$ cat src/hdl/i2cm_pkg.sv
// Shared types, constants and a helper function of the I2C master bit engine.
package i2cm_pkg;

  localparam int unsigned PHASE_COUNT_BITS = 16;
  localparam int unsigned CFG_W = 16;
  localparam int unsigned PHASE_W = 5;
  localparam int unsigned QUEUE_DEPTH = 2;
  localparam logic [32:0] CNT_MASK = (33'd1 << PHASE_COUNT_BITS) - 33'd1;
  localparam logic [CFG_W-1:0] PHASE_TICKS_RESET = 16'd10;

  typedef enum logic [2:0] {
    CMD_NONE  = 3'd0,
    CMD_START = 3'd1,
    CMD_STOP  = 3'd2,
    CMD_WRITE = 3'd3,
    CMD_READ  = 3'd4
  } cmd_e;

  typedef enum logic [1:0] {
    KIND_NOP  = 2'd0,
    KIND_TICK = 2'd1,
    KIND_CMD  = 2'd2
  } kind_e;

  typedef struct packed {
    kind_e      kind;
    cmd_e       cmd;
    logic [7:0] data_byte;
    logic       send_ack;
    logic       sda_in;
  } item_t;

  typedef struct packed {
    logic scl;
    logic sda;
    logic drv;
  } pins_t;

  typedef struct packed {
    logic       scl_level;
    logic       sda_level;
    logic       sda_out_enable;
    logic       busy_res;
    logic       done_res;
    logic [7:0] read_byte;
    logic       ack_received;
    logic       rejected;
  } res_t;

  // Phase length: zero acts as one, and the length saturates to the counter range.
  function automatic logic [PHASE_COUNT_BITS-1:0] phase_limit(logic [CFG_W-1:0] ticks);
    logic [32:0] t;
    t = {17'd0, ticks};
    if (t > CNT_MASK) begin
      t = CNT_MASK;
    end
    if (t == 33'd0) begin
      t = 33'd1;
    end
    return t[PHASE_COUNT_BITS-1:0];
  endfunction

endpackage

$ cat src/hdl/i2cm_if.sv
// Handshake channel interfaces of the I2C master bit engine.
interface i2cm_in_if;
  logic       valid;
  logic       ready;
  logic [2:0] action;
  logic [7:0] data_byte;
  logic       send_ack;
  logic       sda_in;
  modport source (output valid, output action, output data_byte, output send_ack,
                  output sda_in, input ready);
  modport sink (input valid, input action, input data_byte, input send_ack,
                input sda_in, output ready);
endinterface

interface i2cm_out_if;
  logic       valid;
  logic       ready;
  logic       scl_level;
  logic       sda_level;
  logic       sda_out_enable;
  logic       busy_res;
  logic       done_res;
  logic [7:0] read_byte;
  logic       ack_received;
  logic       rejected;
  modport source (output valid, output scl_level, output sda_level, output sda_out_enable,
                  output busy_res, output done_res, output read_byte,
                  output ack_received, output rejected, input ready);
  modport sink (input valid, input scl_level, input sda_level, input sda_out_enable,
                input busy_res, input done_res, input read_byte,
                input ack_received, input rejected, output ready);
endinterface

interface i2cm_cfg_if;
  logic        valid;
  logic        ready;
  logic [15:0] data;
  modport source (output valid, output data, input ready);
  modport sink (input valid, input data, output ready);
endinterface

$ cat src/hdl/i2cm_front.sv
// Front end: accepts input beats and classifies each one into a queue entry.
module i2cm_front (
  i2cm_in_if.sink         in_i,
  input  logic            q_full_i,
  output logic            q_push_o,
  output i2cm_pkg::item_t q_item_o
);

  assign in_i.ready = !q_full_i;
  assign q_push_o   = in_i.valid && !q_full_i;

  always_comb begin
    q_item_o.cmd       = i2cm_pkg::cmd_e'(in_i.action);
    q_item_o.data_byte = in_i.data_byte;
    q_item_o.send_ack  = in_i.send_ack;
    q_item_o.sda_in    = in_i.sda_in;
    unique case (in_i.action) inside
      i2cm_pkg::CMD_NONE: begin
        q_item_o.kind = i2cm_pkg::KIND_TICK;
      end
      i2cm_pkg::CMD_START, i2cm_pkg::CMD_STOP,
      i2cm_pkg::CMD_WRITE, i2cm_pkg::CMD_READ: begin
        q_item_o.kind = i2cm_pkg::KIND_CMD;
      end
      default: begin
        q_item_o.kind = i2cm_pkg::KIND_NOP;
      end
    endcase
  end

endmodule

$ cat src/hdl/i2cm_queue.sv
// Two-entry queue between the front end and the bit engine.
module i2cm_queue (
  input  logic            clk_i,
  input  logic            rst_ni,
  input  logic            push_i,
  input  i2cm_pkg::item_t push_item_i,
  output logic            full_o,
  input  logic            pop_i,
  output logic            valid_o,
  output i2cm_pkg::item_t pop_item_o
);

  i2cm_pkg::item_t mem_q [i2cm_pkg::QUEUE_DEPTH];
  logic       wr_ptr_q, wr_ptr_d;
  logic       rd_ptr_q, rd_ptr_d;
  logic [1:0] count_q, count_d;

  assign full_o     = (count_q == 2'(i2cm_pkg::QUEUE_DEPTH));
  assign valid_o    = (count_q != 2'd0);
  assign pop_item_o = mem_q[rd_ptr_q];

  always_comb begin
    wr_ptr_d = push_i ? !wr_ptr_q : wr_ptr_q;
    rd_ptr_d = pop_i ? !rd_ptr_q : rd_ptr_q;
    count_d  = count_q + {1'b0, push_i} - {1'b0, pop_i};
  end

  always_ff @(posedge clk_i or negedge rst_ni) begin
    if (!rst_ni) begin
      wr_ptr_q <= 1'b0;
      rd_ptr_q <= 1'b0;
      count_q  <= 2'd0;
    end else begin
      wr_ptr_q <= wr_ptr_d;
      rd_ptr_q <= rd_ptr_d;
      count_q  <= count_d;
    end
  end

  always_ff @(posedge clk_i) begin
    if (push_i) begin
      mem_q[wr_ptr_q] <= push_item_i;
    end
  end

endmodule

$ cat src/hdl/i2cm_back.sv
// Bit engine: runs the bus phase sequencer on queued entries and registers each result.
module i2cm_back (
  input  logic                                   clk_i,
  input  logic                                   rst_ni,
  input  logic [i2cm_pkg::PHASE_COUNT_BITS-1:0]  limit_i,
  input  logic                                   q_valid_i,
  input  i2cm_pkg::item_t                        q_item_i,
  output logic                                   q_pop_o,
  i2cm_out_if.source                             out_o
);

  localparam logic [4:0] WrLastBitPhase = 5'd24;
  localparam logic [4:0] WrStopPhase    = 5'd25;
  localparam logic [4:0] WrAckPhase     = 5'd26;
  localparam logic [4:0] RdLastBitPhase = 5'd16;
  localparam logic [4:0] RdAckPhase     = 5'd17;
  localparam logic [4:0] RdClkPhase     = 5'd18;

  i2cm_pkg::pins_t                       pins_q, pins_d;
  i2cm_pkg::cmd_e                        cmd_q, cmd_d;
  logic [i2cm_pkg::PHASE_W-1:0]          phase_q, phase_d;
  logic [i2cm_pkg::PHASE_COUNT_BITS-1:0] tick_q, tick_d;
  logic [1:0]                            wsub_q, wsub_d;
  logic [2:0]                            wbit_q, wbit_d;
  logic [7:0]                            shift_q, shift_d;
  logic                                  ack_send_q, ack_send_d;
  logic                                  ack_seen_q, ack_seen_d;
  logic [7:0]                            read_hold_q, read_hold_d;
  logic                                  out_valid_q;
  i2cm_pkg::res_t                        out_q, res_d;

  logic [i2cm_pkg::PHASE_COUNT_BITS-1:0] tick_inc;
  logic [i2cm_pkg::PHASE_W-1:0]          phase_inc;
  logic [i2cm_pkg::PHASE_W-1:0]          phase_m1;
  logic                                  done;
  logic                                  rej;

  function automatic logic [4:0] phase_total(i2cm_pkg::cmd_e c);
    logic [4:0] n;
    unique case (c)
      i2cm_pkg::CMD_START: n = 5'd2;
      i2cm_pkg::CMD_STOP:  n = 5'd3;
      i2cm_pkg::CMD_WRITE: n = 5'd28;
      i2cm_pkg::CMD_READ:  n = 5'd20;
      default:             n = 5'd0;
    endcase
    return n;
  endfunction

  function automatic i2cm_pkg::pins_t enter_phase(i2cm_pkg::cmd_e c, logic [4:0] idx,
                                                  logic [1:0] sub, logic [2:0] bsel,
                                                  logic [7:0] sh, logic ack,
                                                  i2cm_pkg::pins_t p);
    i2cm_pkg::pins_t r;
    r = p;
    unique case (c)
      i2cm_pkg::CMD_START: begin
        if (idx == 5'd0) begin
          r.scl = 1'b1;
        end else begin
          r.drv = 1'b1;
          r.sda = 1'b0;
        end
      end
      i2cm_pkg::CMD_STOP: begin
        if (idx == 5'd0) begin
          r.drv = 1'b1;
          r.sda = 1'b0;
        end else if (idx == 5'd1) begin
          r.scl = 1'b1;
        end else begin
          r.drv = 1'b1;
          r.sda = 1'b1;
        end
      end
      i2cm_pkg::CMD_WRITE: begin
        if (idx < WrLastBitPhase) begin
          if (sub == 2'd0) begin
            r.scl = 1'b0;
          end else if (sub == 2'd1) begin
            r.drv = 1'b1;
            r.sda = sh[3'd7 - bsel];
          end else begin
            r.scl = 1'b1;
          end
        end else if (idx == WrLastBitPhase) begin
          r.scl = 1'b0;
        end else if (idx == WrStopPhase) begin
          r.drv = 1'b1;
          r.sda = 1'b1;
        end else if (idx == WrAckPhase) begin
          r.drv = 1'b0;
          r.scl = 1'b1;
        end else begin
          r.drv = 1'b1;
          r.sda = 1'b1;
          r.scl = 1'b0;
        end
      end
      i2cm_pkg::CMD_READ: begin
        if (idx == 5'd0) begin
          r.drv = 1'b0;
        end else if (idx <= RdLastBitPhase) begin
          r.scl = idx[0];
        end else if (idx == RdAckPhase) begin
          r.drv = 1'b1;
          r.sda = !ack;
        end else if (idx == RdClkPhase) begin
          r.scl = 1'b1;
        end else begin
          r.scl = 1'b0;
        end
      end
      default: begin
      end
    endcase
    return r;
  endfunction

  assign q_pop_o   = q_valid_i && (!out_valid_q || out_o.ready);
  assign tick_inc  = tick_q + 1'b1;
  assign phase_inc = phase_q + 1'b1;
  assign phase_m1  = phase_q - 1'b1;

  always_comb begin
    pins_d      = pins_q;
    cmd_d       = cmd_q;
    phase_d     = phase_q;
    tick_d      = tick_q;
    wsub_d      = wsub_q;
    wbit_d      = wbit_q;
    shift_d     = shift_q;
    ack_send_d  = ack_send_q;
    ack_seen_d  = ack_seen_q;
    read_hold_d = read_hold_q;
    done        = 1'b0;
    rej         = 1'b0;
    case (q_item_i.kind)
      i2cm_pkg::KIND_CMD: begin
        if (cmd_q != i2cm_pkg::CMD_NONE) begin
          rej = 1'b1;
        end else begin
          cmd_d   = q_item_i.cmd;
          phase_d = '0;
          tick_d  = '0;
          wsub_d  = 2'd0;
          wbit_d  = 3'd0;
          if (q_item_i.cmd == i2cm_pkg::CMD_WRITE) begin
            shift_d = q_item_i.data_byte;
          end
          if (q_item_i.cmd == i2cm_pkg::CMD_READ) begin
            shift_d    = 8'd0;
            ack_send_d = q_item_i.send_ack;
          end
          pins_d = enter_phase(q_item_i.cmd, 5'd0, 2'd0, 3'd0, shift_d, ack_send_d, pins_q);
        end
      end
      i2cm_pkg::KIND_TICK: begin
        if (cmd_q != i2cm_pkg::CMD_NONE) begin
          tick_d = tick_inc;
          if (tick_inc >= limit_i) begin
            if (cmd_q == i2cm_pkg::CMD_WRITE && phase_q == WrAckPhase) begin
              ack_seen_d = !q_item_i.sda_in;
            end
            if (cmd_q == i2cm_pkg::CMD_READ && phase_q >= 5'd1 &&
                phase_q <= RdLastBitPhase && phase_q[0] && q_item_i.sda_in) begin
              shift_d[3'd7 - phase_m1[3:1]] = 1'b1;
            end
            tick_d = '0;
            if (phase_inc >= phase_total(cmd_q)) begin
              if (cmd_q == i2cm_pkg::CMD_READ) begin
                pins_d.sda  = 1'b1;
                read_hold_d = shift_d;
              end
              cmd_d   = i2cm_pkg::CMD_NONE;
              phase_d = '0;
              done    = 1'b1;
            end else begin
              phase_d = phase_inc;
              if (wsub_q == 2'd2) begin
                wsub_d = 2'd0;
                wbit_d = wbit_q + 1'b1;
              end else begin
                wsub_d = wsub_q + 1'b1;
              end
              pins_d = enter_phase(cmd_q, phase_inc, wsub_d, wbit_d, shift_d, ack_send_q,
                                   pins_q);
            end
          end
        end
      end
      default: begin
      end
    endcase
  end

  always_comb begin
    res_d.scl_level      = pins_d.scl;
    res_d.sda_level      = pins_d.sda;
    res_d.sda_out_enable = pins_d.drv;
    res_d.busy_res       = (cmd_d != i2cm_pkg::CMD_NONE);
    res_d.done_res       = done;
    res_d.read_byte      = read_hold_d;
    res_d.ack_received   = ack_seen_d;
    res_d.rejected       = rej;
  end

  always_ff @(posedge clk_i or negedge rst_ni) begin
    if (!rst_ni) begin
      pins_q      <= '{scl: 1'b1, sda: 1'b0, drv: 1'b0};
      cmd_q       <= i2cm_pkg::CMD_NONE;
      phase_q     <= '0;
      tick_q      <= '0;
      wsub_q      <= 2'd0;
      wbit_q      <= 3'd0;
      shift_q     <= 8'd0;
      ack_send_q  <= 1'b0;
      ack_seen_q  <= 1'b0;
      read_hold_q <= 8'd0;
      out_valid_q <= 1'b0;
    end else begin
      if (q_pop_o) begin
        pins_q      <= pins_d;
        cmd_q       <= cmd_d;
        phase_q     <= phase_d;
        tick_q      <= tick_d;
        wsub_q      <= wsub_d;
        wbit_q      <= wbit_d;
        shift_q     <= shift_d;
        ack_send_q  <= ack_send_d;
        ack_seen_q  <= ack_seen_d;
        read_hold_q <= read_hold_d;
        out_valid_q <= 1'b1;
      end else if (out_o.ready) begin
        out_valid_q <= 1'b0;
      end
    end
  end

  always_ff @(posedge clk_i) begin
    if (q_pop_o) begin
      out_q <= res_d;
    end
  end

  assign out_o.valid          = out_valid_q;
  assign out_o.scl_level      = out_q.scl_level;
  assign out_o.sda_level      = out_q.sda_level;
  assign out_o.sda_out_enable = out_q.sda_out_enable;
  assign out_o.busy_res       = out_q.busy_res;
  assign out_o.done_res       = out_q.done_res;
  assign out_o.read_byte      = out_q.read_byte;
  assign out_o.ack_received   = out_q.ack_received;
  assign out_o.rejected       = out_q.rejected;

endmodule

$ cat src/hdl/i2c_master_bit_engine.sv
// Top level of the I2C master bit engine: configuration register, front end, queue, engine.
//
// Usage: each input beat on in_i carries one action: a tick that advances bus time, or a
// start, stop, write byte or read byte command. Every input beat yields exactly one result
// beat on out_o with the pin levels, busy, done, the last read byte, the last ACK seen and
// a rejected flag for a command that arrived while busy. Codes five to seven pass as idle.
// The cfg_i channel writes phase_ticks, the number of ticks each bus phase lasts (zero acts
// as one); it is always ready. The user must write it only while no beat is in flight, as
// the block does not enforce this. A result beat passes through the queue entry and then
// the output register of the phase sequencer before it is presented on out_o. Throughput:
// one beat per cycle while out_o does not stall.
// The two-entry queue and the output register let the front accept beats while a result
// waits; once a stalled result sits in the output register, the queue takes two more beats
// and then in_i.ready drops.
// Reset: SCL high, SDA released, engine idle, phase_ticks ten, queue and output empty.
module i2c_master_bit_engine (
  input  logic       clk_i,
  input  logic       rst_ni,
  i2cm_in_if.sink    in_i,
  i2cm_cfg_if.sink   cfg_i,
  i2cm_out_if.source out_o
);

  logic [i2cm_pkg::PHASE_COUNT_BITS-1:0] limit_q;
  logic                                  q_full;
  logic                                  q_push;
  logic                                  q_pop;
  logic                                  q_valid;
  i2cm_pkg::item_t                       push_item;
  i2cm_pkg::item_t                       pop_item;

  assign cfg_i.ready = 1'b1;

  always_ff @(posedge clk_i or negedge rst_ni) begin
    if (!rst_ni) begin
      limit_q <= i2cm_pkg::phase_limit(i2cm_pkg::PHASE_TICKS_RESET);
    end else if (cfg_i.valid) begin
      limit_q <= i2cm_pkg::phase_limit(cfg_i.data);
    end
  end

  i2cm_front u_front (
    .in_i     (in_i),
    .q_full_i (q_full),
    .q_push_o (q_push),
    .q_item_o (push_item)
  );

  i2cm_queue u_queue (
    .clk_i       (clk_i),
    .rst_ni      (rst_ni),
    .push_i      (q_push),
    .push_item_i (push_item),
    .full_o      (q_full),
    .pop_i       (q_pop),
    .valid_o     (q_valid),
    .pop_item_o  (pop_item)
  );

  i2cm_back u_back (
    .clk_i     (clk_i),
    .rst_ni    (rst_ni),
    .limit_i   (limit_q),
    .q_valid_i (q_valid),
    .q_item_i  (pop_item),
    .q_pop_o   (q_pop),
    .out_o     (out_o)
  );

endmodule

$ cat src/flat_wrapper.sv
// flat-port wrapper written by rule: the top's interface ports become plain ports
module i2c_master_bit_engine_flat 
  (clk_i, rst_ni, in_i_valid, in_i_action, in_i_data_byte, in_i_send_ack, in_i_sda_in, in_i_ready, cfg_i_valid, cfg_i_data, cfg_i_ready, out_o_valid, out_o_scl_level, out_o_sda_level, out_o_sda_out_enable, out_o_busy_res, out_o_done_res, out_o_read_byte, out_o_ack_received, out_o_rejected, out_o_ready);
  i2cm_in_if in_i_i ();
  i2cm_cfg_if cfg_i_i ();
  i2cm_out_if out_o_i ();
  input  logic clk_i;
  input  logic rst_ni;
  input wire logic [$bits(in_i_i.valid)-1:0] in_i_valid;
  input wire logic [$bits(in_i_i.action)-1:0] in_i_action;
  input wire logic [$bits(in_i_i.data_byte)-1:0] in_i_data_byte;
  input wire logic [$bits(in_i_i.send_ack)-1:0] in_i_send_ack;
  input wire logic [$bits(in_i_i.sda_in)-1:0] in_i_sda_in;
  output wire logic [$bits(in_i_i.ready)-1:0] in_i_ready;
  input wire logic [$bits(cfg_i_i.valid)-1:0] cfg_i_valid;
  input wire logic [$bits(cfg_i_i.data)-1:0] cfg_i_data;
  output wire logic [$bits(cfg_i_i.ready)-1:0] cfg_i_ready;
  output wire logic [$bits(out_o_i.valid)-1:0] out_o_valid;
  output wire logic [$bits(out_o_i.scl_level)-1:0] out_o_scl_level;
  output wire logic [$bits(out_o_i.sda_level)-1:0] out_o_sda_level;
  output wire logic [$bits(out_o_i.sda_out_enable)-1:0] out_o_sda_out_enable;
  output wire logic [$bits(out_o_i.busy_res)-1:0] out_o_busy_res;
  output wire logic [$bits(out_o_i.done_res)-1:0] out_o_done_res;
  output wire logic [$bits(out_o_i.read_byte)-1:0] out_o_read_byte;
  output wire logic [$bits(out_o_i.ack_received)-1:0] out_o_ack_received;
  output wire logic [$bits(out_o_i.rejected)-1:0] out_o_rejected;
  input wire logic [$bits(out_o_i.ready)-1:0] out_o_ready;
  assign in_i_i.valid = in_i_valid;
  assign in_i_i.action = in_i_action;
  assign in_i_i.data_byte = in_i_data_byte;
  assign in_i_i.send_ack = in_i_send_ack;
  assign in_i_i.sda_in = in_i_sda_in;
  assign in_i_ready = in_i_i.ready;
  assign cfg_i_i.valid = cfg_i_valid;
  assign cfg_i_i.data = cfg_i_data;
  assign cfg_i_ready = cfg_i_i.ready;
  assign out_o_valid = out_o_i.valid;
  assign out_o_scl_level = out_o_i.scl_level;
  assign out_o_sda_level = out_o_i.sda_level;
  assign out_o_sda_out_enable = out_o_i.sda_out_enable;
  assign out_o_busy_res = out_o_i.busy_res;
  assign out_o_done_res = out_o_i.done_res;
  assign out_o_read_byte = out_o_i.read_byte;
  assign out_o_ack_received = out_o_i.ack_received;
  assign out_o_rejected = out_o_i.rejected;
  assign out_o_i.ready = out_o_ready;
  i2c_master_bit_engine u_core (.clk_i(clk_i), .rst_ni(rst_ni), .in_i(in_i_i), .cfg_i(cfg_i_i), .out_o(out_o_i));
endmodule
$ cat config.mk
export PLATFORM = sky130hd
export DESIGN_NAME = i2c_master_bit_engine_flat
export DESIGN_NICKNAME = d
export VERILOG_FILES = /design/src/hdl/i2cm_pkg.sv /design/src/hdl/i2cm_if.sv /design/src/hdl/i2cm_front.sv /design/src/hdl/i2cm_queue.sv /design/src/hdl/i2cm_back.sv /design/src/hdl/i2c_master_bit_engine.sv /design/src/flat_wrapper.sv
export SDC_FILE = /design/constraint.sdc
export NUM_CORES = 1
export LEC_CHECK = 0
export BUFFER_PORTS_ARGS = -buffer_cell sky130_fd_sc_hd__buf_2
export CAP_MARGIN = 20
export CORE_ASPECT_RATIO = 1.5
export CORE_UTILIZATION = 30
export CTS_BUF_LIST = sky130_fd_sc_hd__clkbuf_4 sky130_fd_sc_hd__clkbuf_8
export DETAILED_ROUTE_END_ITERATION = 6
export HOLD_SLACK_MARGIN = 0.06
export SLEW_MARGIN = 20
export SYNTH_ARGS = -nofsm -noshare
export SYNTH_HDL_FRONTEND = slang
export SYNTH_SLANG_ARGS = --single-unit
$ cat constraint.sdc
create_clock -name clk_i -period 4.1 [get_ports clk_i]
set_input_delay 0 -clock clk_i [delete_from_list [all_inputs] [get_ports clk_i]]
set_output_delay 0 -clock clk_i [all_outputs]
set_load 0.005 [all_outputs]
==> metrics <==
Pre-antenna DRT Iters 5; Hold WS 252 ps; Final period util 91.8%; Post-Syn Area per Cell 9.77 um^2; Syn Nets 775; Req. time, crit path 4480 ps; DR vias/cell between 5 and 6; Worst-path clk slew roughly 70 ps; row cnt 67; Primary FF master, synth dfrtp_1; Antenna Nets Post-Route 0; minimum clock period 3770 ps; CP endpoint kind flip-flop; RePlAce Congestion 0.836; core area about 0.022 mm^2; hpwl dp 11.9 mm; Pins Over Slew Limit 0; largest net degree at the start of global routing 72; most area-hungry cell type in the Yosys netlist dfrtp_1; flop-to-flop setup slack between 300 and 400 ps; Slew headroom 35.5%; most common cell in the synthesized netlist nor2_1; DRT Wirelength 17.2 mm; share of layout cells above drive strength 1 16.3%; worst hold path type in2async; Post-synth EDFFs between 40 and 50; clock tree buffer depth 2; die extent in y between 150 and 200 um; Worst Path Arrival 4140 ps; fill count 2212; nature of the critical path startpoint flip-flop; Pleak 3.58 nW; Final Power 4.87 mW; sequential share of the synthesized area 45.3%; Critical Path, Cell by Cell and3_1 > nand3_1 > or3_1 > nor2_1 > xor2_1 > ha_1 > nand4_1 > nor2_1 > a211oi_1 > a21boi_2 > or4_1 > inv_2 > a22o_1; Yosys warning count 0; final hold viol count 0; Final Util 37.7%; worst skew pair latency 450 ps; CP Buf/Inv Count 1; GR Overflow Total 0; Remaining DRCs 0; largest stage delay on the critical path between 700 and 800 ps; most frequent CP cell nor2_1; Clock Tree Root clkbuf_8; Layout Skew 14.7 ps; Routed wire per std cell 15.5 um; nets ~890; Syn Std Cell Area a little under 0.007 mm^2; largest cells by area after synthesis dfrtp_1, edfxtp_1, ha_1; slowest cell on the critical path or4_1; RR Startpoint u_core.u_back.tick_q[0]; Max Fclk about 270 MHz; Die Area 0.0237 mm^2; top cells by count, synth nor2_1, nand2_1, dfrtp_1; global-route wire length before repair between 20 and 30 mm; # IOs 52; max_cap viols 0; input/output buffers 50; crit path kind reg2reg; Detailed Route Iter0 Violations 275; worst slew pin tran ~970 ps; antenna violations before repair 0; FFs w/ async S/R, synth ~61%; CP delay by family, top simple AND/OR/NAND/NOR gates; Tot GR Track Use 15.6%; clk sinks 116; Ant. Diodes 0; htree depth 4; PwrDens 575 mW/mm^2; r2r endpoint u_core.u_back.tick_q[7]; vias in the first global route 5811; status finished clean; TritonCTS clock tree done; Max FO, Critical Path 12; Netlist cell types 77; TNS Setup 0 ps; Peak VDD IR between 0.3 and 0.4 mV; chip width 126 um; Syn Inst Count 708; unrepaired setup endpoints after global routing no; Inserted Clock Buffers 17; Area Overhead vs Synth 22.6%; Worst R2R Path Depth 13; via count about 5700; Starting Density 30.8%; #FFs+latches synth 116; final setup fails 0; Yosys top cell area share about a quarter
==> cell type report <==
| type | count | area [um^2] | share of cell area (%) |
|---|---|---|---|
| Timing Repair Buffer | 128 | 996 | 11.7 |
| Clock inverter | 10 | 130 | 1.53 |
| Clock buffer | 22 | 284 | 3.35 |
| Multi-Input combinational cell | 519 | 3440 | 40.6 |
| Inverter | 40 | 150 | 1.77 |
| Tap cell | 276 | 345 | 4.07 |
| Sequential cell | 116 | 3130 | 36.9 |
==> worst register-to-register path, delay by kind of cell, from the launching register on <==
| kind | cells | cell delay, ps |
|---|---|---|
| buf+inv | 1 | 270 |
| simple gates | 7 | 1800 |
| xor+xnor | 1 | 220 |
| fa+ha+maj | 1 | 280 |
| compound gates | 3 | 710 |
| flops | 1 | 430 |
==> stage by stage <==
step                area (um^2)  worst slack (ps)  cells
floorplan                  6910               621    708
global placement           7420               310   1016
detailed placement         7420               192   1016
CTS                        8460               139   1111
global route               8480              14.5   1111
finish                     8480               335   1111
==> worst max path at each step <==
stage                       startpoint                          endpoint  slack, ps  cells after the start
6_report       u_core.u_back.tick_q[0]           u_core.u_back.tick_q[7]        330                     13
5_1_grt        u_core.u_back.tick_q[0]          u_core.u_back.tick_q[14]         10                     14
4_1_cts        u_core.u_back.tick_q[0]  u_core.u_back.out_o.ack_received        140                     14
3_5_place_dp   u_core.u_back.tick_q[0]  u_core.u_back.out_o.ack_received        190                     14
3_3_place_gp   u_core.u_back.tick_q[0]  u_core.u_back.out_o.read_byte[5]        310                     13
2_1_floorplan  u_core.u_back.tick_q[0]          u_core.u_back.shift_q[3]        620                     16
==> logic make-up after synthesis <==
kind of cell / count (synthesis) / synth area share, %
buf+inv: 73 / 5.18
other cells: 1 / 0.0542
xor+xnor: 26 / 3.29
fa+ha+maj: 33 / 5.97
compound gates: 180 / 18.3
flops: 116 / 45.3
simple gates: 245 / 16.8
mux: 34 / 5.10
==> power by group <==
| group | switching (mW) | internal [mW] | total [mW] |
|---|---|---|---|
| Clock | 0.469 | 0.647 | 1.12 |
| Combinational | 1.18 | 0.809 | 1.99 |
| Sequential | 0.241 | 1.53 | 1.77 |
| Total | 1.89 | 2.98 | 4.87 |
==> cells in the final DEF, fill, tap and decap left out, drive strengths merged, types with 4 or more instances in the layout <==
cell	synthesis	routed
nor2	75	75
nand2	74	74
dfrtp	68	68
buf	5	65
dlygate4sd3	0	63
o21ai	47	47
edfxtp	45	45
inv	40	40
ha	33	33
a21oi	31	31
mux2i	24	24
nand3	23	23
clkbuf	28	22
xnor2	20	20
a22o	17	17
o31ai	13	13
nor3	12	12
nand2b	10	10
mux2	10	10
o32a	8	8
nor4	8	8
a211oi	8	8
o211ai	8	8
and3	8	8
or3	7	7
xor2	6	6
a31oi	6	6
a21o	6	6
o41ai	5	5
or2	5	5
nor2b	5	5
clkinv	0	5
o21a	4	4
o221ai	4	4
==> flip-flops by register name, indices dropped and copies added, names as in the netlist, 5 cells and up <==
signal / flops
u_core.u_queue.mem_q: 30
u_core.u_back.out_o.read_byte: 8
u_core.u_back.tick_q: 16
u_core.limit_q: 16
u_core.u_back.read_hold_q: 8
u_core.u_back.shift_q: 8
u_core.u_back.phase_q: 5
==> timing repair <==
action / CTS / global route
setup buffers: 0 / 0
hold endpoints to repair: 116 / 0
endpoints found under the setup margin: 0 / 52
resized for setup: 0 / 3
hold buffers: 63 / 0
==> metal layers <==
layer | track usage [%] | part of all wire [%] | vias up
met4 | 10.4 | 4.2 | 0
li1 | - | - | 2799
met3 | 2.97 | 3.1 | 46
met2 | 27.2 | 52 | 119
met5 | 0 | 0 | -
met1 | 17.1 | 41 | 2701
Note: power is estimated with default switching activity, not from simulation.
